===== config.mk =====
export PLATFORM = sky130hd
export DESIGN_NAME = rgbw_led_effect_engine
export DESIGN_NICKNAME = d
export VERILOG_FILES = /design/src/rtl/core/rgbwle_pkg.sv /design/src/rtl/core/rgbw_led_effect_engine.sv
export SDC_FILE = /design/constraint.sdc
export NUM_CORES = 1
export LEC_CHECK = 0
export ABC_AREA = 1
export ABC_CLOCK_PERIOD_IN_PS = 9700
export BUFFER_PORTS_ARGS = -buffer_cell sky130_fd_sc_hd__buf_2
export CAP_MARGIN = 25
export CORE_MARGIN = 4
export CORE_UTILIZATION = 64
export CTS_CLUSTER_DIAMETER = 50
export DETAILED_ROUTE_END_ITERATION = 8
export MAX_ROUTING_LAYER = met4
export PLACE_DENSITY = 0.9
export SYNTH_ARGS = -nofsm -noshare
export SYNTH_HDL_FRONTEND = slang
export SYNTH_SLANG_ARGS = --single-unit

===== constraint.sdc =====
create_clock -name clk -period 9.7 [get_ports clk]
set_input_delay 1.94 -clock clk [delete_from_list [all_inputs] [get_ports clk]]
set_output_delay 1.94 -clock clk [all_outputs]
set_load 0.02 [all_outputs]

===== src/rtl/core/rgbwle_pkg.sv =====
`timescale 1ns / 1ps
`default_nettype none

package rgbwle_pkg;

	typedef logic [2:0]  mode_t;
	typedef logic [2:0]  reg_idx_t;
	typedef logic [23:0] rgb_t;
	typedef logic [10:0] wheel_t;

	localparam mode_t MODE_STATIC = 3'd0;
	localparam mode_t MODE_WHEEL  = 3'd1;
	localparam mode_t MODE_PASTEL = 3'd2;
	localparam mode_t MODE_HUE    = 3'd3;
	localparam mode_t MODE_STROBE = 3'd4;

	localparam reg_idx_t REG_EFFECT_MODE  = 3'd0;
	localparam reg_idx_t REG_STEP_SIZE    = 3'd1;
	localparam reg_idx_t REG_BRIGHTNESS   = 3'd2;
	localparam reg_idx_t REG_WHITE_LEVEL  = 3'd3;
	localparam reg_idx_t REG_STATIC_COLOR = 3'd4;

	localparam wheel_t     WHEEL_MAX  = 11'd1530;
	localparam logic [7:0] HUE_REGION = 8'd43;
	localparam logic [7:0] PASTEL_SAT = 8'd125;
	localparam logic [7:0] FULL_SAT   = 8'd255;

	localparam rgb_t       RESET_COLOR  = 24'h00781E;
	localparam logic [7:0] RESET_HUE    = 8'd100;
	localparam wheel_t     RESET_WHEEL  = 11'd1;
	localparam logic [7:0] RESET_STEP   = 8'd1;
	localparam logic [7:0] RESET_BRIGHT = 8'd255;

	// (255 * x) >> 8 for an 8-bit x
	function automatic logic [7:0] times255_hi(input logic [7:0] x);
		return (x == 8'd0) ? 8'd0 : x - 8'd1;
	endfunction

	// floor(p / 255) for p up to 255 * 255
	function automatic logic [7:0] div255(input logic [15:0] p);
		logic [16:0] s;
		s = {1'b0, p} + 17'd1 + {9'd0, p[15:8]};
		return s[15:8];
	endfunction

	function automatic rgb_t wheel_color(input wheel_t pos);
		wheel_t d;
		rgb_t   c;
		if (pos <= 11'd255) begin
			c = {8'd255, pos[7:0], 8'd0};
		end else if (pos <= 11'd510) begin
			d = 11'd510 - pos;
			c = {d[7:0], 8'd255, 8'd0};
		end else if (pos <= 11'd765) begin
			d = pos - 11'd510;
			c = {8'd0, 8'd255, d[7:0]};
		end else if (pos <= 11'd1020) begin
			d = 11'd1020 - pos;
			c = {8'd0, d[7:0], 8'd255};
		end else if (pos <= 11'd1275) begin
			d = pos - 11'd1020;
			c = {d[7:0], 8'd0, 8'd255};
		end else if (pos <= WHEEL_MAX) begin
			d = WHEEL_MAX - pos;
			c = {8'd255, 8'd0, d[7:0]};
		end else begin
			c = {8'd255, 8'd0, 8'd0};
		end
		return c;
	endfunction

endpackage

`default_nettype wire


===== src/rtl/core/rgbw_led_effect_engine.sv =====
`timescale 1ns / 1ps
`default_nettype none

// channel | handshake            | payload
// in      | in_valid / in_ready  | advance
// out     | out_valid / out_ready| duty_red, duty_green, duty_blue, duty_white
// cfg     | cfg_valid / cfg_ready| cfg_index, cfg_data
//
// an item runs S_TICK, S_COLOR, S_SCALE, S_OUT, and S_MULQ, S_MULT, S_PACK when a hue mode advances:
// one shared 8x8 multiplier does the two hsv products and the four duty scalings
// in turn, the duty products go through it back to back, one a cycle
// in_ready is low from acceptance until the result is loaded into the output register
// a waiting result does not block the next item, only its final load
// arst_n clears effect state, config registers and the sequencer at once
module rgbw_led_effect_engine (
	input  wire                        clk,
	input  wire                        arst_n,
	input  wire                        in_valid,
	output logic                       in_ready,
	input  wire                        advance,
	output logic                       out_valid,
	input  wire                        out_ready,
	output logic [7:0]                 duty_red,
	output logic [7:0]                 duty_green,
	output logic [7:0]                 duty_blue,
	output logic [7:0]                 duty_white,
	input  wire                        cfg_valid,
	output logic                       cfg_ready,
	input  wire rgbwle_pkg::reg_idx_t  cfg_index,
	input  wire [23:0]                 cfg_data
);
	import rgbwle_pkg::*;

	localparam logic [2:0] S_IDLE  = 3'd0;
	localparam logic [2:0] S_TICK  = 3'd1;
	localparam logic [2:0] S_COLOR = 3'd2;
	localparam logic [2:0] S_MULQ  = 3'd3;
	localparam logic [2:0] S_MULT  = 3'd4;
	localparam logic [2:0] S_PACK  = 3'd5;
	localparam logic [2:0] S_SCALE = 3'd6;
	localparam logic [2:0] S_OUT   = 3'd7;

	logic [2:0]  state_q;
	logic        adv_q;
	logic [2:0]  cnt_q;

	mode_t       mode_q;
	logic [7:0]  step_q;
	logic [7:0]  bright_q;
	logic [7:0]  white_q;
	rgb_t        static_q;

	logic [7:0]  hue_q;
	wheel_t      wheel_q;
	logic        dir_q;
	logic        strobe_q;
	rgb_t        color_q;

	logic [15:0] prod_q;
	logic [7:0]  qv_q;
	logic [7:0]  res_q [4];

	// tick next values
	logic [11:0]        wsum;
	logic [11:0]        wdiff;
	wheel_t             wheel_n;
	logic               wdir_n;
	logic signed [10:0] hup;
	logic signed [10:0] hdn;
	logic signed [10:0] hup2;
	logic signed [10:0] hdn2;
	logic [7:0]         phue_n;
	logic               pdir_n;
	logic [7:0]         fhue_n;
	logic               fdir_n;

	// hsv
	logic [2:0]  region;
	logic [7:0]  base;
	logic [7:0]  diff;
	logic [7:0]  rem;
	logic [7:0]  sat;
	logic [7:0]  pv;
	logic [7:0]  tv;
	rgb_t        hsv_rgb;

	// shared multiplier and duty path
	logic [7:0]  mul_a;
	logic [7:0]  mul_b;
	logic [15:0] mul_p;
	rgb_t        disp_color;
	logic [7:0]  eff_bright;
	logic [1:0]  wr_idx;

	always_comb begin
		wsum  = {1'b0, wheel_q} + {4'd0, step_q};
		wdiff = {1'b0, wheel_q} - {4'd0, step_q};
		wheel_n = wheel_q;
		wdir_n  = dir_q;
		if (dir_q) begin
			if (wsum > {1'b0, WHEEL_MAX}) begin
				wheel_n = WHEEL_MAX;
				wdir_n  = 1'b0;
			end else begin
				wheel_n = wsum[10:0];
			end
		end else begin
			if ({3'd0, step_q} > wheel_q) begin
				wheel_n = '0;
				wdir_n  = 1'b1;
			end else begin
				wheel_n = wdiff[10:0];
			end
		end

		hup  = $signed({3'd0, hue_q}) + $signed({3'd0, step_q});
		hdn  = $signed({3'd0, hue_q}) - $signed({3'd0, step_q});
		hup2 = hup + $signed({3'd0, step_q});
		hdn2 = hdn - $signed({3'd0, step_q});

		pdir_n = dir_q;
		if (dir_q) begin
			phue_n = (hdn < 11'sd0) ? 8'd0 : hdn[7:0];
			if (hdn2 <= 11'sd0) begin
				pdir_n = 1'b0;
			end
		end else begin
			phue_n = (hup > 11'sd255) ? 8'd255 : hup[7:0];
			if (hup2 >= 11'sd255) begin
				pdir_n = 1'b1;
			end
		end

		fdir_n = dir_q;
		if (dir_q) begin
			if (hup > 11'sd255) begin
				fhue_n = 8'd255;
				fdir_n = 1'b0;
			end else begin
				fhue_n = hup[7:0];
			end
		end else begin
			if (hdn < 11'sd0) begin
				fhue_n = 8'd0;
				fdir_n = 1'b1;
			end else begin
				fhue_n = hdn[7:0];
			end
		end
	end

	always_comb begin
		if (hue_q >= 8'd215) begin
			region = 3'd5;
		end else if (hue_q >= 8'd172) begin
			region = 3'd4;
		end else if (hue_q >= 8'd129) begin
			region = 3'd3;
		end else if (hue_q >= 8'd86) begin
			region = 3'd2;
		end else if (hue_q >= HUE_REGION) begin
			region = 3'd1;
		end else begin
			region = 3'd0;
		end
		case (region)
			3'd1:    base = HUE_REGION;
			3'd2:    base = 8'd86;
			3'd3:    base = 8'd129;
			3'd4:    base = 8'd172;
			3'd5:    base = 8'd215;
			default: base = 8'd0;
		endcase
		diff = hue_q - base;
		rem  = {diff[5:0], 2'b00} + {diff[6:0], 1'b0};
		sat  = (mode_q == MODE_PASTEL) ? PASTEL_SAT : FULL_SAT;
		pv   = times255_hi(8'd255 - sat);
		tv   = times255_hi(8'd255 - prod_q[15:8]);
		unique case (region)
			3'd0:    hsv_rgb = {8'd255, tv, pv};
			3'd1:    hsv_rgb = {qv_q, 8'd255, pv};
			3'd2:    hsv_rgb = {pv, 8'd255, tv};
			3'd3:    hsv_rgb = {pv, qv_q, 8'd255};
			3'd4:    hsv_rgb = {tv, pv, 8'd255};
			default: hsv_rgb = {8'd255, pv, qv_q};
		endcase
	end

	always_comb begin
		disp_color = (mode_q == MODE_STATIC) ? static_q : color_q;
		eff_bright = (mode_q == MODE_STROBE && !strobe_q) ? 8'd0 : bright_q;
		wr_idx     = cnt_q[1:0] - 2'd1;
		mul_a      = sat;
		mul_b      = rem;
		if (state_q == S_MULT) begin
			mul_b = 8'd255 - rem;
		end else if (state_q == S_SCALE) begin
			mul_b = eff_bright;
			case (cnt_q[1:0])
				2'd0:    mul_a = disp_color[23:16];
				2'd1:    mul_a = disp_color[15:8];
				2'd2:    mul_a = disp_color[7:0];
				default: mul_a = white_q;
			endcase
		end
		mul_p = mul_a * mul_b;
	end

	assign in_ready  = (state_q == S_IDLE);
	assign cfg_ready = 1'b1;

	always_ff @(posedge clk or negedge arst_n) begin
		if (!arst_n) begin
			mode_q   <= MODE_STATIC;
			step_q   <= RESET_STEP;
			bright_q <= RESET_BRIGHT;
			white_q  <= '0;
			static_q <= RESET_COLOR;
		end else if (cfg_valid && cfg_ready) begin
			unique case (cfg_index)
				REG_EFFECT_MODE:  mode_q   <= cfg_data[2:0];
				REG_STEP_SIZE:    step_q   <= cfg_data[7:0];
				REG_BRIGHTNESS:   bright_q <= cfg_data[7:0];
				REG_WHITE_LEVEL:  white_q  <= cfg_data[7:0];
				REG_STATIC_COLOR: static_q <= cfg_data;
				default: ;
			endcase
		end
	end

	always_ff @(posedge clk or negedge arst_n) begin
		if (!arst_n) begin
			state_q   <= S_IDLE;
			adv_q     <= 1'b0;
			cnt_q     <= '0;
			hue_q     <= RESET_HUE;
			wheel_q   <= RESET_WHEEL;
			dir_q     <= 1'b1;
			strobe_q  <= 1'b1;
			color_q   <= RESET_COLOR;
			out_valid <= 1'b0;
		end else begin
			if (out_valid && out_ready && state_q != S_OUT) begin
				out_valid <= 1'b0;
			end
			unique case (state_q)
				S_IDLE: begin
					if (in_valid) begin
						adv_q   <= advance;
						state_q <= S_TICK;
					end
				end
				S_TICK: begin
					if (adv_q) begin
						case (mode_q)
							MODE_STATIC: color_q <= static_q;
							MODE_WHEEL: begin
								wheel_q <= wheel_n;
								dir_q   <= wdir_n;
							end
							MODE_PASTEL: begin
								hue_q <= phue_n;
								dir_q <= pdir_n;
							end
							MODE_HUE: begin
								hue_q <= fhue_n;
								dir_q <= fdir_n;
							end
							MODE_STROBE: strobe_q <= ~strobe_q;
							default: ;
						endcase
					end
					state_q <= S_COLOR;
				end
				S_COLOR: begin
					cnt_q <= '0;
					if (adv_q) begin
						case (mode_q) inside
							MODE_WHEEL: begin
								color_q <= wheel_color(wheel_q);
								state_q <= S_SCALE;
							end
							MODE_PASTEL, MODE_HUE: state_q <= S_MULQ;
							default: state_q <= S_SCALE;
						endcase
					end else begin
						state_q <= S_SCALE;
					end
				end
				S_MULQ: begin
					state_q <= S_MULT;
				end
				S_MULT: begin
					state_q <= S_PACK;
				end
				S_PACK: begin
					color_q <= hsv_rgb;
					state_q <= S_SCALE;
				end
				S_SCALE: begin
					cnt_q <= cnt_q + 3'd1;
					if (cnt_q == 3'd4) begin
						state_q <= S_OUT;
					end
				end
				S_OUT: begin
					if (!out_valid || out_ready) begin
						out_valid <= 1'b1;
						state_q   <= S_IDLE;
					end
				end
				default: state_q <= S_IDLE;
			endcase
		end
	end

	always_ff @(posedge clk) begin
		if (state_q == S_MULQ || state_q == S_MULT || state_q == S_SCALE) begin
			prod_q <= mul_p;
		end
		if (state_q == S_MULT) begin
			qv_q <= times255_hi(8'd255 - prod_q[15:8]);
		end
		if (state_q == S_SCALE && cnt_q != 3'd0) begin
			res_q[wr_idx] <= div255(prod_q);
		end
		if (state_q == S_OUT && (!out_valid || out_ready)) begin
			duty_red   <= res_q[0];
			duty_green <= res_q[1];
			duty_blue  <= res_q[2];
			duty_white <= res_q[3];
		end
	end

`ifndef SYNTHESIS
	a_busy_after_accept: assert property (@(posedge clk) disable iff (!arst_n)
		in_valid && in_ready |=> !in_ready)
		else $error("accepted item did not make the engine busy");

	a_wheel_bound: assert property (@(posedge clk) disable iff (!arst_n)
		wheel_q <= WHEEL_MAX)
		else $error("wheel position beyond end of wheel");

	a_out_from_seq: assert property (@(posedge clk) disable iff (!arst_n)
		$rose(out_valid) |-> $past(state_q == S_OUT))
		else $error("result shown without finishing the sequence");
`endif

endmodule

`default_nettype wire


==> impl_metrics.toml, run 1 <==
[grt]
track_usage_pct = 35.1
grt_pass1_vias = 13397
grt_pass1_wl_um = 71100
antenna_found_initial = 0
grt_overflow_total = 0
grt_start_max_net_pins = 67

[detailed_routing]
drc = 0
ant_nets = 0
via_per_inst = 6.02
vias = 13754
wl_per_cell_um = 19.6
drt_wl_total_um = 44800
dr.pass1.iters = 6
drt_iter0_markers = 1597

[worst_setup_path]
crit_slowest_cell = "dfrtp_1"
critPathBufInv = 9
crit_start = "hue_q[1]"
crit_arrival_ps = 8690
setup.worst_path.end = "prod_q[14]"
path_max_fanout = 17
crit_type = "flip-flop to flip-flop"
cp_top_family = "adder cells"
cp_slowest_stage_delay_ps = 590
reg2reg_depth = 47
worstReg2RegStart = "hue_q[1]"
end_kind = "flip-flop"
r2r_end = "prod_q[14]"
start_kind = "flip-flop"
cp_common_cell = "nand2_1"
worst-path-stages = 47
crit_required_ps = 9910
r2r_slack_ps = 1220

[sta]
maxSlewViolCount = 0
fmax_mhz = 118
setup_viol = 0
final.setup.tns_ps = 0
hold_viol = 0
maxSlewHeadroom_pct = 42.8
period_share_pct = 87.4
fin_crit_ps = 8480
fin_skew_ps = 16.4
tightest_slew_ps = 858
rsz0062_at_grt = "false"

[cells_and_area]
final-seq-area_um2 = 5280
syn_to_final_growth_pct = 7.93
final_layout_size_suffix_gt1_share_pct = 11.7
nets = 2155
fillers = 1914
antennaDiodeCount = 0
multi_input_area_um2 = 8710

[synthesis]
synth_largest_area_cell = "edfxtp_1"
synth_edf_count = 88
synth_cells = 1898
async_reset_ff_share_pct = 54.2
yosys_warnings = 0
synth_area_per_cell_um2 = 8.08
synthTopCellsByArea = "edfxtp_1 (17%), dfrtp_1 (12%), ha_1 (10%)"
ys_seq_elements = 192
synth_common_cells = "nand2_1 (369), inv_1 (279), nor2_1 (151)"
synth.top_cell.area_share_pct = 17.2
yosysMostFrequentCell = "nand2_1"
ys_types = 64
syn-num-nets = 2101
synth_top_flop_cell = "edfxtp_1"
ys_seq_area_share_pct = 34.5
netlist_area_um2 = 15300

[run_status]
status = "finished, final reports clean"

[floorplan]
io_pins = 68
rows = 56
die_area_um2 = 26500
core_area_um2 = 23500
initial_core_util_pct = 65.1
die_x_um = 163
fp.dieH_um = 163

[cts]
cts.clk_slew.worst_paths_ps = 90
clk_path_buf_depth = 2
cts_inserted_buffers = 17
cts_hold_buf = 0
ctsResizeCount = 0
cts_tree = "done"
postCtsSetupBuffers = 0
clk_latency_ps = 460
clock-sinks = 192
cts-htree-levels = 4
root_buffer = "clkbuf_16"

[place]
gp_congestion = 1.03
io_buffers = 66
dpl.hpwl_um = 34500

[job]
maxCapViolCount = 0

[worst_hold_path]
holdCritPathClass = "flip-flop to flip-flop"
## layout by cell type (no fill, tap or decap), types with 13 or more instances in the layout
cell       instances
a21oi_1          115
a31oi_1           14
buf_2             65
clkbuf_16         17
dfrtp_1           73
dfstp_2           31
edfxtp_1          88
fa_1              44
ha_1             126
inv_1            279
inv_2             22
mux2_2            22
mux2i_1           15
nand2_1          369
nand2_2           14
nand3_1           92
nand4_1           34
nor2_1           151
o211ai_1          22
o21ai_0          149
o21ai_1           22
xnor2_1           13
xor2_1            50
## flip-flops by register name, indices dropped and copies added, names as in the netlist, 3 cells and up
name	cells
res_q	32
color_q	24
static_q	24
prod_q	16
wheel_q	11
bright_q	8
duty_blue	8
duty_green	8
duty_red	8
duty_white	8
hue_q	8
qv_q	8
step_q	8
white_q	8
cnt_q	3
mode_q	3
state_q	3
## per-layer routing
metal / vias up / share of wire (%) / GRT usage, %
met2: 687 / 46 / 54.3
met4: 0 / 2.7 / 10.3
met5: - / 0 / -
li1: 6409 / - / -
met1: 6560 / 42 / 47.4
met3: 98 / 8.9 / 7.04
## cells by family (layout without fill, tap and decap cells)
| family | after synthesis | count (layout) | synth area share, % |
|---|---|---|---|
| xor gates and xnor gates | 63 | 63 | 3.60 |
| buffers and inverters | 342 | 409 | 8.78 |
| other | 1 | 1 | 0.0245 |
| DFF | 192 | 192 | 34.5 |
| muxes | 37 | 37 | 2.59 |
| and+or+nand+nor | 709 | 709 | 20.1 |
| adders and majority gates | 170 | 170 | 16.0 |
| AOI/OAI and AO/OA | 384 | 384 | 14.4 |
## worst min path at each step
stage | slack, ps | cells after the start | start | end
after detailed placement | 410 | 0 | res_q[0][7] | duty_red[7]
after CTS | 420 | 0 | res_q[3][1] | duty_white[1]
after global routing | 430 | 0 | res_q[0][7] | duty_red[7]
final | 410 | 0 | res_q[3][1] | duty_white[1]
after global placement | 400 | 0 | res_q[3][4] | duty_white[4]
after floorplan | 400 | 0 | res_q[2][0] | duty_blue[0]
## layout make-up
class	instances	area share, %
multi-input cells	1364	52.6
well taps	319	2.41
repair buffers	72	2.31
clock buffers	17	2.57
clock inverters	15	1.24
inverters	305	6.93
flip-flops and latches	192	31.9
## stage by stage
step / hold slack [ps] / instances / worst slack [ps] / util [%] / cell area [um^2]
5_1_grt: 431 / 2284 / 592 / 70.3 / 16600
6_report: 412 / 2284 / 1220 / 70.3 / 16600
3_5_place_dp: 405 / 2252 / 1340 / 67.6 / 15900
4_1_cts: 418 / 2284 / 1300 / 70.3 / 16600
2_1_floorplan: 400 / 1898 / 2250 / - / 15300
3_3_place_gp: 401 / 2251 / 1600 / 67.6 / 15900
Power of run 1 is not shown: default switching activity piles up to over one toggle a cycle in this logic, so the estimate is an artifact.
==> run 2, diff against run 1 <==
RECOVER_POWER = 25   (was not set)
==> run 2 against run 1 <==
  * The run now ends with max-capacitance violations, max-slew violations left
  * Worst hold slack improved by 6.3 ps
  * Routed wire length about the same
  * Global-route usage unchanged
  * Clock skew about the same
  * Flip-flop and latch count unchanged
  * Non-clock buffer count unchanged
  * Critical endpoint unchanged
==> impl_metrics.toml, run 2 (synthesized netlist as in run 1, its figures left out) <==
[run_status]
status = "finished with violations"
violations = "max-capacitance violations, max-slew violations"

[worst_setup_path]
crit_arrival_ps = 8670
cp_common_cell = "nand2_1"
cp_slowest_stage_delay_ps = 590
start_kind = "flip-flop"
path_max_fanout = 17
critPathBufInv = 9
r2r_slack_ps = 1240
crit_required_ps = 9910
end_kind = "flip-flop"
crit_type = "flip-flop to flip-flop"
crit_slowest_cell = "dfrtp_1"
cp_top_family = "adder cells"

[detailed_routing]
drt_wl_total_um = 44900
dr.pass1.iters = 7
wl_per_cell_um = 19.6
drt_iter0_markers = 1691
ant_nets = 0
via_per_inst = 6.07
drc = 0
vias = 13853

[cells_and_area]
nets = 2155
largest_reg_flops = 32
multi_input_area_um2 = 8700
fillers = 1919
top_regs = "res_q x32, color_q x24, static_q x24"
antennaDiodeCount = 0
syn_to_final_growth_pct = 7.80
layout_common_cells = "nand2_1 (369), inv_1 (279), nor2_1 (151)"
layout_commonest_cell = "nand2_1"
final_layout_size_suffix_gt1_share_pct = 11.3
final-seq-area_um2 = 5280
regMostFlops = "res_q"

[sta]
tightest_slew_ps = 2260
maxSlewViolCount = 73
setup_viol = 0
final.setup.tns_ps = 0
fmax_mhz = 118
rsz0062_at_grt = "false"
hold_slack_ps = 418
hold_viol = 0
fin_skew_ps = 16.0
fin_crit_ps = 8460
maxSlewHeadroom_pct = -50.6
period_share_pct = 87.2

[grt]
grt_pass1_vias = 13397
grt_overflow_total = 0
track_usage_pct = 35.1
grt_start_max_net_pins = 67
antenna_found_initial = 0
grt_pass1_wl_um = 71100

[cts]
cts.clk_slew.worst_paths_ps = 90
clk_path_buf_depth = 2
clock-sinks = 192
cts_hold_buf = 0
clk_latency_ps = 460
ctsResizeCount = 0
cts-htree-levels = 4
cts_inserted_buffers = 17
postCtsSetupBuffers = 0
root_buffer = "clkbuf_16"
cts_tree = "done"

[floorplan]
core_area_um2 = 23500
fp.dieH_um = 163
die_area_um2 = 26500
io_pins = 68
die_x_um = 163
rows = 56
initial_core_util_pct = 65.1

[worst_hold_path]
holdCritPathClass = "flip-flop to flip-flop"

[place]
io_buffers = 66
gp_congestion = 1.03
dpl.hpwl_um = 34500

[job]
maxCapViolCount = 2
run 2: layer usage:
metal | routed length (um) | GRT usage (%) | vias to the layer above
met5 | 0 | - | -
met4 | 1340 | 10.3 | 0
met3 | 4150 | 7.04 | 125
met2 | 20600 | 54.3 | 756
met1 | 18800 | 47.4 | 6558
li1 | - | - | 6414
run 2: worst paths after layout:
path	start	endpoint	depth (start not counted)
max	hue_q[1]	prod_q[14]	47
min	res_q[3][1]	duty_white[1]	0
max reg2reg	hue_q[1]	prod_q[14]	47
min reg2reg	res_q[3][1]	duty_white[1]	0
max in group asynchronous	arst_n	static_q[5]	2
min in group asynchronous	arst_n	wheel_q[9]	1
run 2: stage by stage:
stage | cells | worst slack [ps] | cell area [um^2] | utilization (%)
floorplan | 1898 | 2250 | 15300 | -
global placement | 2251 | 1600 | 15900 | 67.6
detailed placement | 2252 | 1340 | 15900 | 67.6
CTS | 2284 | 1300 | 16600 | 70.3
global route | 2284 | 592 | 16500 | 70.2
finish | 2284 | 1240 | 16500 | 70.2
run 2: worst reg2reg max path, delay by kind of cell (launching register included):
kind,cells,cell delay [ps]
XOR/XNOR,2,420
buffers and inverters,9,580
adder cells (fa/ha/maj),7,3090
AO/OA/AOI/OAI,9,1240
AND/OR/NAND/NOR,20,2290
flip-flops,1,590
run 2: final cells by class:
class	instances	area share (%)
tap	319	2.41
multi-input combinational	1364	52.6
timing repair buffer	72	2.25
sequential	192	32.0
clock buffer	17	2.57
clock inverter	15	1.24
inverter	305	6.94
Power of run 2 is left out for the same reason.
